## config.mk

```make
export PLATFORM = sky130hd
export DESIGN_NAME = vu_meter_peak_hold_bargraph_core
export DESIGN_NICKNAME = d
export VERILOG_FILES = /design/src/rtl/vmpk_pkg.sv /design/src/rtl/vu_meter_peak_hold_bargraph_core.sv /design/src/rtl/vmpk_channel.sv
export SDC_FILE = /design/constraint.sdc
export NUM_CORES = 1
export LEC_CHECK = 0
export BUFFER_PORTS_ARGS = -buffer_cell sky130_fd_sc_hd__buf_2
export CORE_MARGIN = 5
export CORE_UTILIZATION = 44
export CTS_BUF_LIST = sky130_fd_sc_hd__clkbuf_16
export CTS_CLUSTER_SIZE = 28
export DETAILED_ROUTE_END_ITERATION = 6
export PLACE_DENSITY_LB_ADDON = 0.05
export SYNTH_ARGS = -nofsm -noshare
export SYNTH_HDL_FRONTEND = slang
export SYNTH_SLANG_ARGS = --single-unit
export TNS_END_PERCENT = 10
```

## constraint.sdc

```tcl
create_clock -name clock -period 28.8 [get_ports clock]
set_input_delay 2.88 -clock clock [delete_from_list [all_inputs] [get_ports clock]]
set_output_delay 2.88 -clock clock [all_outputs]
set_load 0.02 [all_outputs]
```

## src/rtl/vmpk_pkg.sv

```systemverilog
// ----------------------------------------------------------------------------
// vmpk_pkg
// shared widths, defaults and threshold tables for the vu meter core
// ----------------------------------------------------------------------------
`default_nettype none

package vmpk_pkg;

   // fixed field widths
   localparam int LEVEL_W   = 16;
   localparam int MAG_W     = 15;
   localparam int BAR_OUT_W = 20;
   localparam int BAR_IDX_W = 5;
   localparam int THR_W     = 16;
   localparam int THR_DEPTH = 32;

   // parameter defaults
   localparam int NUM_BARS_DEF     = 20;
   localparam int HOLD_UPDATES_DEF = 30;

   // 2^19 / 10 rounded up, exact quotient for 15-bit dividends
   localparam int DIV10_RECIP = 52429;
   localparam int DIV10_SHIFT = 19;

   typedef logic [THR_W-1:0] thr_type;
   typedef thr_type thr_table_type [THR_DEPTH];

   // floor(26214.4 * 10^(-m/5)), level must exceed it to light the bar
   localparam thr_table_type LVL_THR = '{
      16'd26214, 16'd16540, 16'd10436, 16'd6584, 16'd4154, 16'd2621, 16'd1654, 16'd1043,
      16'd658,   16'd415,   16'd262,   16'd165,  16'd104,  16'd65,   16'd41,   16'd26,
      16'd16,    16'd10,    16'd6,     16'd4,    16'd2,    16'd1,    16'd1,    16'd0,
      16'd0,     16'd0,     16'd0,     16'd0,    16'd0,    16'd0,    16'd0,    16'd0
   };

   // floor(33001.97 * 10^(-m/5)), peak at or below it places the marker
   localparam thr_table_type PK_THR = '{
      16'd33001, 16'd20822, 16'd13138, 16'd8289, 16'd5230, 16'd3300, 16'd2082, 16'd1313,
      16'd828,   16'd523,   16'd330,   16'd208,  16'd131,  16'd82,   16'd52,   16'd33,
      16'd20,    16'd13,    16'd8,     16'd5,    16'd3,    16'd2,    16'd1,    16'd0,
      16'd0,     16'd0,     16'd0,     16'd0,    16'd0,    16'd0,    16'd0,    16'd0
   };

endpackage

`default_nettype wire

```

## src/rtl/vu_meter_peak_hold_bargraph_core.sv

```systemverilog
// order: a req transfer loads the input register, and its update then moves to the
// result register, where rsp_valid rises; rsp_stall can hold it in the input register
// throughput: one update per cycle while rsp_stall does not hold the result register,
// set by the combinational channel logic between the input and result registers
// reset: synchronous active high; clears peaks, hold counters, mono mode
// and both valid flags, no clearing pass
// ----------------------------------------------------------------------------
// vu_meter_peak_hold_bargraph_core
// stereo level meter with peak hold and decay, reduced to bar masks
// ----------------------------------------------------------------------------
`default_nettype none

module vu_meter_peak_hold_bargraph_core #(
   parameter int NUM_BARS     = vmpk_pkg::NUM_BARS_DEF,
   parameter int HOLD_UPDATES = vmpk_pkg::HOLD_UPDATES_DEF
) (
   input  wire logic                                clock,
   input  wire logic                                reset,
   // update channel
   input  wire logic                                req_valid,
   output logic                                     req_stall,
   input  wire logic signed [vmpk_pkg::LEVEL_W-1:0] req_level_left,
   input  wire logic signed [vmpk_pkg::LEVEL_W-1:0] req_level_right,
   // result channel
   output logic                                     rsp_valid,
   input  wire logic                                rsp_stall,
   output logic [vmpk_pkg::BAR_OUT_W-1:0]           rsp_bars_left,
   output logic [vmpk_pkg::BAR_IDX_W-1:0]           rsp_peak_bar_left,
   output logic [vmpk_pkg::BAR_OUT_W-1:0]           rsp_bars_right,
   output logic [vmpk_pkg::BAR_IDX_W-1:0]           rsp_peak_bar_right,
   // mono mode register write
   input  wire logic                                csr_valid,
   output logic                                     csr_ready,
   input  wire logic                                csr_data
);
   import vmpk_pkg::*;

   // input register
   logic                      s1_valid_ff, s1_valid_in;
   logic signed [LEVEL_W-1:0] s1_left_ff, s1_right_ff;

   // result register
   logic                      rsp_valid_ff, rsp_valid_in;
   logic [BAR_OUT_W-1:0]      bars_left_ff, bars_right_ff;
   logic [BAR_IDX_W-1:0]      pbar_left_ff, pbar_right_ff;

   logic                      mono_ff;

   logic                      req_xfer;
   logic                      out_free;
   logic                      advance;

   logic [NUM_BARS-1:0]       ch_bars_left, ch_bars_right;
   logic [BAR_IDX_W-1:0]      ch_marker_left, ch_marker_right;
   logic [BAR_OUT_W-1:0]      bars_left_w, bars_right_w;

   // config port always ready; it is to be written only while idle, which the block does not enforce
   assign csr_ready = 1'b1;

   always_ff @(posedge clock) begin
      if (reset) begin
         mono_ff <= 1'b0;
      end else if (csr_valid && csr_ready) begin
         mono_ff <= csr_data;
      end
   end

   // result register frees up when empty or its result is being taken
   assign out_free  = !rsp_valid_ff || !rsp_stall;
   assign advance   = s1_valid_ff && out_free;
   assign req_stall = s1_valid_ff && !out_free;
   assign req_xfer  = req_valid && !req_stall;

   always_comb begin
      if (req_xfer) begin
         s1_valid_in = 1'b1;
      end else if (advance) begin
         s1_valid_in = 1'b0;
      end else begin
         s1_valid_in = s1_valid_ff;
      end
   end

   always_comb begin
      if (advance) begin
         rsp_valid_in = 1'b1;
      end else if (!rsp_stall) begin
         rsp_valid_in = 1'b0;
      end else begin
         rsp_valid_in = rsp_valid_ff;
      end
   end

   always_ff @(posedge clock) begin
      if (reset) begin
         s1_valid_ff  <= 1'b0;
         rsp_valid_ff <= 1'b0;
      end else begin
         s1_valid_ff  <= s1_valid_in;
         rsp_valid_ff <= rsp_valid_in;
      end
   end

   // capture the raw levels on a req transfer
   always_ff @(posedge clock) begin
      if (req_xfer) begin
         s1_left_ff  <= req_level_left;
         s1_right_ff <= req_level_right;
      end
   end

   // channel state moves only when its update reaches the result register;
   // in mono mode the second channel holds its state
   vmpk_channel #(
      .NUM_BARS     (NUM_BARS),
      .HOLD_UPDATES (HOLD_UPDATES)
   ) u_left (
      .clock  (clock),
      .reset  (reset),
      .update (advance),
      .level  (s1_left_ff),
      .bars   (ch_bars_left),
      .marker (ch_marker_left)
   );

   vmpk_channel #(
      .NUM_BARS     (NUM_BARS),
      .HOLD_UPDATES (HOLD_UPDATES)
   ) u_right (
      .clock  (clock),
      .reset  (reset),
      .update (advance && !mono_ff),
      .level  (s1_right_ff),
      .bars   (ch_bars_right),
      .marker (ch_marker_right)
   );

   // fit the bar masks to the output width, unused bits read zero
   for (genvar i = 0; i < BAR_OUT_W; i++) begin : g_out
      if (i < NUM_BARS) begin : g_used
         assign bars_left_w[i]  = ch_bars_left[i];
         assign bars_right_w[i] = ch_bars_right[i];
      end else begin : g_unused
         assign bars_left_w[i]  = 1'b0;
         assign bars_right_w[i] = 1'b0;
      end
   end

   // result register, mono mode blanks the second channel
   always_ff @(posedge clock) begin
      if (advance) begin
         bars_left_ff <= bars_left_w;
         pbar_left_ff <= ch_marker_left;
         if (mono_ff) begin
            bars_right_ff <= '0;
            pbar_right_ff <= BAR_IDX_W'(NUM_BARS);
         end else begin
            bars_right_ff <= bars_right_w;
            pbar_right_ff <= ch_marker_right;
         end
      end
   end

   assign rsp_valid          = rsp_valid_ff;
   assign rsp_bars_left      = bars_left_ff;
   assign rsp_peak_bar_left  = pbar_left_ff;
   assign rsp_bars_right     = bars_right_ff;
   assign rsp_peak_bar_right = pbar_right_ff;

endmodule

`default_nettype wire

```

## src/rtl/vmpk_channel.sv

```systemverilog
// ----------------------------------------------------------------------------
// vmpk_channel
// one meter channel: magnitude, peak hold and decay, bar mask and marker
// ----------------------------------------------------------------------------
`default_nettype none

module vmpk_channel #(
   parameter int NUM_BARS     = vmpk_pkg::NUM_BARS_DEF,
   parameter int HOLD_UPDATES = vmpk_pkg::HOLD_UPDATES_DEF
) (
   input  wire logic                                clock,
   input  wire logic                                reset,
   input  wire logic                                update,
   input  wire logic signed [vmpk_pkg::LEVEL_W-1:0] level,
   output logic [NUM_BARS-1:0]                      bars,
   output logic [vmpk_pkg::BAR_IDX_W-1:0]           marker
);
   import vmpk_pkg::*;

   localparam int HOLD_W = $clog2(HOLD_UPDATES + 1);
   localparam int PROD_W = MAG_W + 16;

   logic [MAG_W-1:0]    lvl;
   logic [MAG_W-1:0]    peak_ff, peak_in;
   logic [HOLD_W-1:0]   hold_ff, hold_in;
   logic [MAG_W-1:0]    diff;
   logic [PROD_W-1:0]   prod;
   logic [MAG_W-1:0]    step;
   logic [LEVEL_W-1:0]  neg;
   logic [NUM_BARS-1:0] lit;
   logic [NUM_BARS-1:0] hit;

   // magnitude, most negative code saturates
   assign neg = LEVEL_W'(~level) + LEVEL_W'(1);
   always_comb begin
      if (!level[LEVEL_W-1]) begin
         lvl = level[MAG_W-1:0];
      end else if (neg[LEVEL_W-1]) begin
         lvl = {MAG_W{1'b1}};
      end else begin
         lvl = neg[MAG_W-1:0];
      end
   end

   // decay step (peak - level) / 10 by reciprocal multiply
   assign diff = peak_ff - lvl;
   assign prod = PROD_W'(diff) * PROD_W'(DIV10_RECIP);
   assign step = MAG_W'(prod[PROD_W-1:DIV10_SHIFT]);

   always_comb begin
      peak_in = peak_ff;
      hold_in = hold_ff;
      if (peak_ff < lvl) begin
         peak_in = lvl;
         hold_in = HOLD_W'(HOLD_UPDATES);
      end else if (hold_ff != '0) begin
         hold_in = hold_ff - HOLD_W'(1);
      end else if (peak_ff > lvl) begin
         peak_in = peak_ff - step;
      end
   end

   always_ff @(posedge clock) begin
      if (reset) begin
         peak_ff <= '0;
         hold_ff <= '0;
      end else if (update) begin
         peak_ff <= peak_in;
         hold_ff <= hold_in;
      end
   end

   // per-bar threshold compares, table index counts down from the top bar
   for (genvar b = 0; b < NUM_BARS; b++) begin : g_bar
      localparam int M = NUM_BARS - 1 - b;
      assign lit[b] = THR_W'(lvl) > LVL_THR[M];
      assign hit[b] = THR_W'(peak_in) <= PK_THR[M];
   end

   // hit is monotone in b, so its lowest set bit is where it first turns on
   assign bars = lit | (hit & ~(hit << 1));

   always_comb begin
      marker = BAR_IDX_W'(NUM_BARS);
      for (int b = NUM_BARS - 1; b >= 0; b--) begin
         if (hit[b]) begin
            marker = BAR_IDX_W'(b);
         end
      end
   end

endmodule

`default_nettype wire
```

## Word level (Yosys, flattened, before mapping)

Cells that the tools add are included.

| storage, ports and cells | value |
|---|---|
| logic and storage cells | 204 |
| register bits | 125 |
| output and inout bits | 53 |
| bits of input ports | 38 |

| operators by class | value |
|---|---|
| multiplexer cells | 57 |
| bitwise logic cells | 8 |
| reductions and logical operators | 24 |
| $mul | 2 |
| add/sub/neg operators | 8 |
| magnitude comparators | 84 |
| equal/unequal tests | 1 |

Operator list:

| kind | number |
|---|---|
| 2-to-1 mux 15 bit | 10 |
| 2-to-1 mux 5 bit | 20 |
| multiplier 15 x 16 -> 31 bit, second input constant | 2 |
| greater-than comparator 15 x 11 -> 1 bit, second input constant | 4 |
| greater-than comparator 15 x 13 -> 1 bit, second input constant | 4 |
| greater-than comparator 15 bit, second input constant | 4 |
| greater-than comparator 15 x 3 -> 1 bit, second input constant | 4 |
| greater-than comparator 15 x 5 -> 1 bit, second input constant | 4 |
| greater-than comparator 15 x 7 -> 1 bit, second input constant | 4 |
| greater-than comparator 15 x 9 -> 1 bit, second input constant | 4 |
| less-or-equal comparator 15 x 10 -> 1 bit, second input constant | 4 |
| less-or-equal comparator 15 x 12 -> 1 bit, second input constant | 4 |
| less-or-equal comparator 15 x 14 -> 1 bit, second input constant | 4 |
| less-or-equal comparator 15 x 4 -> 1 bit, second input constant | 4 |
| less-or-equal comparator 15 x 6 -> 1 bit, second input constant | 4 |
| less-or-equal comparator 15 x 8 -> 1 bit, second input constant | 4 |
| AND 20 bit | 2 |
| inverter 20 bit | 2 |
| OR 20 bit | 2 |
| 2-to-1 mux 3 bit | 12 |
| adder 16 x 2 -> 16 bit, second input constant | 2 |
| less-or-equal comparator 15 x 16 -> 1 bit, second input constant | 2 |
| 2-to-1 mux 4 bit | 8 |
| inverter 16 bit | 2 |
| other kinds (33) | 68 |

## Longest topological paths before layout

| depth | value |
|---|---|
| depth after elaboration | 31 |
| gate-level depth with buffers | 59 |
| mapped depth without buffers | 57 |

## Modules after synthesis

From an unflattened synthesis, not the netlist that was laid out.

| unflattened totals | value |
|---|---|
| cell total of the unflattened synthesis | 2,428 |
| area, all modules | 20,378.3 sq um |

Modules (own cells, without submodules):

| module | instances | area each (sq um) | cells an instance | seq. area each (sq um) |
|---|---|---|---|---|
| vmpk_channel (u_left) | 1 | 8,929.8 | 1,162 | 400.4 |
| vmpk_channel (u_right) | 1 | 8,677.1 | 1,141 | 400.4 |
| vu_meter_peak_hold_bargraph_core | 1 | 2,771.4 | 125 | 2,522.4 |

## Least setup slack after synthesis

Ideal clock, no wire load.

| path | value |
|---|---|
| kind | reg-to-reg |
| start point | register s1_right_ff[8] |
| end point | register pbar_right_ff[0] (netlist: rsp_peak_bar_right[0]), data pin |
| required time | 28,545 ps |
| slack | 15,784 ps |
| data arrival time | 12,760 ps |
| path buffers | 1 |
| period minus slack after synthesis | 13,016 ps |
| stages on the path, launching flop included | 51 |
| library setup time | 255 ps |
| cells stage by stage | edfxtp_1 or4_4 nor4b_4 nand2_1 nand2_1 clkinv_1 ha_1 nor2b_1 o21ai_0 nand2b_1 maj3_1 a21oi_1 o21ai_0 a21o_1 a21oi_1 o21bai_1 a21oi_1 xnor2_1 [15 not listed] o211a_1 o21a_1 o21a_1 or2_2 ha_1 clkbuf_1 nor3b_1 o211ai_1 o211ai_1 mux2i_1 or3_1 o32a_1 or2_0 o31a_1 o21ai_2 a21oi_1 or4_1 and3_1 |

| on the way | value |
|---|---|
| cells in the longest elaborated chain, start to end | 30 |
| elaborated cells on any way between the ends | 52 |
| classes of those cells | 3 x add/sub; 1 x mul; 22 x order compare; 24 x mux; 1 x bitwise; 1 x reduce/logical |

Ends and longest elaborated chain:

| what | line | text |
|---|---|---|
| start, declared | vu_meter_peak_hold_bargraph_core.sv:40 | `logic signed [LEVEL_W-1:0] s1_left_ff, s1_right_ff;` |
| start signal, assigned | vu_meter_peak_hold_bargraph_core.sv:108 | `s1_right_ff <= req_level_right;` |
| inverter 16 bit | vmpk_channel.sv:34 | `assign neg = LEVEL_W'(~level) + LEVEL_W'(1);` |
| adder 16 x 2 -> 16 bit | vmpk_channel.sv:34 |  |
| 2-to-1 mux 15 bit | vmpk_channel.sv:38 | `end else if (neg[LEVEL_W-1]) begin` |
| 2-to-1 mux 15 bit (*) | vmpk_channel.sv:36 | `if (!level[LEVEL_W-1]) begin` |
| subtractor 15 bit | vmpk_channel.sv:46 | `assign diff = peak_ff - lvl;` |
| multiplier 15 x 16 -> 31 bit | vmpk_channel.sv:47 | `assign prod = PROD_W'(diff) * PROD_W'(DIV10_RECIP);` |
| subtractor 15 x 12 -> 15 bit | vmpk_channel.sv:59 | `peak_in = peak_ff - step;` |
| 2-to-1 mux 15 bit | vmpk_channel.sv:58 | `end else if (peak_ff > lvl) begin` |
| 2-to-1 mux 15 bit | vmpk_channel.sv:56 | `end else if (hold_ff != '0) begin` |
| 2-to-1 mux 15 bit (*) | vmpk_channel.sv:53 | `if (peak_ff < lvl) begin` |
| less-or-equal comparator 15 x 16 -> 1 bit | vmpk_channel.sv:77 | `assign hit[b] = THR_W'(peak_in) <= PK_THR[M];` |
| 2-to-1 mux 3 bit (4 in series) | vmpk_channel.sv:86 | `if (hit[b]) begin` |
| 2-to-1 mux 5 bit (15 in series) | vmpk_channel.sv:86 |  |
| end signal, assigned | vu_meter_peak_hold_bargraph_core.sv:156 | `pbar_right_ff <= BAR_IDX_W'(NUM_BARS);` |
| end signal, assigned | vu_meter_peak_hold_bargraph_core.sv:159 | `pbar_right_ff <= ch_marker_right;` |
| end, declared | vu_meter_peak_hold_bargraph_core.sv:45 | `logic [BAR_IDX_W-1:0] pbar_left_ff, pbar_right_ff;` |

Mark *: on every way between the ends. The rest lies on a longest branch, timed or not.
A chain may end at the register's enable or synchronous reset.

## Final worst setup path

| path | value |
|---|---|
| start point | register s1_right_ff[8] |
| end point | register bars_right_ff[4] (netlist: rsp_bars_right[4]), data pin |

| on the way | value |
|---|---|
| cells in the longest elaborated chain, start to end | 14 |
| elaborated cells on any way between the ends | 18 |
| classes of those cells | 3 x add/sub; 1 x mul; 5 x order compare; 5 x mux; 4 x bitwise |

Ends and longest elaborated chain:

| what | line | text |
|---|---|---|
| inverter 16 bit | vmpk_channel.sv:34 |  |
| adder 16 x 2 -> 16 bit | vmpk_channel.sv:34 |  |
| 2-to-1 mux 15 bit | vmpk_channel.sv:38 |  |
| 2-to-1 mux 15 bit (*) | vmpk_channel.sv:36 |  |
| subtractor 15 bit | vmpk_channel.sv:46 |  |
| multiplier 15 x 16 -> 31 bit | vmpk_channel.sv:47 |  |
| subtractor 15 x 12 -> 15 bit | vmpk_channel.sv:59 |  |
| 2-to-1 mux 15 bit | vmpk_channel.sv:58 |  |
| 2-to-1 mux 15 bit | vmpk_channel.sv:56 |  |
| 2-to-1 mux 15 bit | vmpk_channel.sv:53 |  |
| less-or-equal comparator 15 x 5 -> 1 bit | vmpk_channel.sv:77 |  |
| inverter 20 bit | vmpk_channel.sv:81 | `assign bars = lit \| (hit & ~(hit << 1));` |
| AND 20 bit | vmpk_channel.sv:81 |  |
| OR 20 bit (*) | vmpk_channel.sv:81 |  |
| end signal, assigned | vu_meter_peak_hold_bargraph_core.sv:158 | `bars_right_ff <= bars_right_w;` |
| end, declared | vu_meter_peak_hold_bargraph_core.sv:44 | `logic [BAR_OUT_W-1:0] bars_left_ff, bars_right_ff;` |

Marked as above.

==> metrics.txt <==
Async SR Flop Fraction=0%; global-route wire length before repair=100000 µm; routed via count=~18000; commonest cells after routing, fill and taps aside=ha_1 (273), inv_1 (264), nor2_1 (201); die extent in x=221 µm; Vias/cell=5.98; R2R setup slack=12800 ps; antenna violations before repair=0; worst-path fanout max=11; Cell Rows=77; CTS tree=built; Routed WL=64100 µm; NumNets Final=between 2000 and 3000; Routed wire per std cell=roughly 21 µm; largest net degree at the start of global routing=72; CTS Buf Count=17; Post-CTS Hold Buffers=0; top_reg_cell synth=edfxtp_1; Clock transition at path regs=60 ps; CP startpoint=s1_right_ff[8]$_DFFE_PP_; Core ar.=0.0440 mm²; HPWL after DPL=52600 µm; clk buf depth=2; Mapped Cells=2364; WP data arrival=16160 ps; gr usage total=between 20% and 30%; Post-DP Area=~0.02 mm²; CP required=28960 ps; area grow syn2layout=8.42%; GRT overflow=0; die footprint=0.0487 mm²; Initial DRC Count=roughly 1500; Yosys cell types=95; design area=between 0.02 and 0.025 mm²; worst skew pair latency=450 ps; critical path launch point type=flip-flop; Antenna Diode Count=0; Top cell by count, worst path=fa_1; actual slew at the worst max-slew pin=around 1100 ps; Crit Path Class=reg -> reg; Slew Viols, Final=0; fmax=between 60 and 70 MHz; Setup TNS Final=0 ps; crit path buf inv count=4; Setup Viol. Count Final=0; first-pass iteration count of the detailed router=5; setup bufs post-CTS=0; CP max stage cell=a21oi_1; Fin. Hold Viols=0; Post-CTS Resized=0; layout cell share with drive strength beyond 1=8.57%; PortBufs=89; initial core utilization=between 40% and 50%; Post-Syn Area=0.0195 mm²; vias in the first global route=17900; Tcrit/Tclk final=between 50% and 60%; # DRC=0; Worst path top cell family by delay=compound AO/OA/AOI/OAI gates; maxcap violations=0; register area share after synthesis=17.0%; H-tree Lvls=4; TritonCTS Sinks=about 130; synth warn=0; most common cell after layout, fill and taps aside=ha_1; Avg Cell Area, Syn=8.26 µm²; normalized max-slew margin=~27%; CP Capture Type=flip-flop; synthesis-stage register bit count=approximately 130; die height=221 µm; Ports=91; Worst R2R Start=s1_right_ff[8]$_DFFE_PP_; clk_skew=14.7 ps; Final min period=16000 ps; Clock Tree Root=clkbuf_16; hold_sp=u_right.hold_ff[4]$_SDFFE_PP0P_; RSZ-0062 raised after global routing=no; outcome=complete, no violations; min-delay worst type=reg -> reg; slowest stage delay, CP=~880 ps; Final GP Congestion=0.950; post-route core utilization=48.1%; Final ANT Viol Nets=0; Synth Net Count=roughly 2800; Post-synth EDFFs=82
[worst paths after layout]
kind,end,depth (start not counted)
worst max-delay path,rsp_bars_right[4]$_SDFFCE_PP0P_,47
worst min-delay path,u_right.hold_ff[4]$_SDFFE_PP0P_,2
worst min register to register,u_right.hold_ff[4]$_SDFFE_PP0P_,2
worst max register to register,rsp_bars_right[4]$_SDFFCE_PP0P_,47
[tightest hold or removal path, stage by stage (launching register included)]
cell and delay [ps]:
dfxtp_1 330, o41ai_1 60, a21oi_1 50
[synthesized netlist by cell type (12+ instances only)]
cell / count / share of area [%]
ha_1: 273 / 17
inv_1: 264 / 5.1
nor2_1: 201 / 3.9
nand2_1: 179 / 3.4
a21oi_1: 152 / 3.9
fa_1: 119 / 12
o21ai_0: 110 / 2.8
edfxtp_1: 82 / 13
clkbuf_1: 66 / 1.3
nor3_1: 65 / 1.7
nand3_1: 60 / 1.5
xnor2_1: 58 / 2.6
xor2_1: 47 / 2.1
dfxtp_1: 43 / 4.4
a21o_1: 37 / 1.4
a31oi_1: 37 / 1.2
nand2b_1: 35 / 1.1
nor2b_1: 29 / 0.93
nand4_1: 27 / 0.87
o31ai_1: 25 / 0.96
o211ai_1: 23 / 0.88
or2_2: 20 / 0.64
and3_1: 19 / 0.61
mux2i_1: 19 / 0.97
o21a_1: 19 / 0.73
or3_1: 19 / 0.61
and2_1: 18 / 0.58
nor4_1: 18 / 0.58
a211oi_1: 17 / 0.65
o2111ai_1: 13 / 0.58
a211o_1: 12 / 0.54
mux2_2: 12 / 0.69
nor3b_1: 12 / 0.46
or4_1: 12 / 0.46
[registers in the layout (all words and copies together) (netlist names)]
register / count
u_left.peak_ff: 15
rsp_valid: 1
s1_valid_ff: 1
mono_ff: 1
u_right.hold_ff: 5
u_right.peak_ff: 15
s1_right_ff: 16
rsp_peak_bar_right: 5
rsp_peak_bar_left: 5
rsp_bars_left: 20
u_left.hold_ff: 5
rsp_bars_right: 20
s1_left_ff: 16
[cell type report]
class,count,area [µm²]
Clock buffer,17,425
Clock inverter,15,163
Fill cell,4381,22900
Inverter,267,1000
Multi-Input combinational cell,1887,14900
Sequential cell,125,3320
Tap cell,592,741
Timing Repair Buffer,115,641
[per-layer routing]
metal | vias up | GRT usage, % | share of wire, %
met5 | - | 0 | 0
met4 | 0 | 9.22 | 3.6
met3 | 157 | 4.21 | 5.6
met2 | 644 | 43.9 | 47
met1 | 8618 | 34.3 | 43
li1 | 8631 | - | -
[cell families (layout without fill, tap and decap cells)]
logic type	after synthesis	in the layout	synth area share (%)
buffers and inverters	352	414	6.87
adders and majority gates	397	397	30.0
AOI/OAI and AO/OA	609	609	21.0
DFF	125	125	17.0
muxes	31	31	1.67
and+or+nand+nor	744	744	18.8
other	1	1	0.0192
xor gates and xnor gates	105	105	4.71
[stage by stage]
| step | instances | hold slack, ps | setup WS [ps] |
|---|---|---|---|
| 2_1_floorplan | 2364 | 446 | 15780 |
| 3_3_place_gp | 2986 | 456 | 12850 |
| 3_5_place_dp | 2986 | 471 | 12820 |
| 4_1_cts | 3018 | 482 | 12740 |
| 5_1_grt | 3018 | 512 | 11790 |
| 6_report | 3018 | 488 | 12800 |
Power is left out: the tool's default activity adds up to more than one toggle a clock period on the data nets, which glitch-free logic cannot reach.
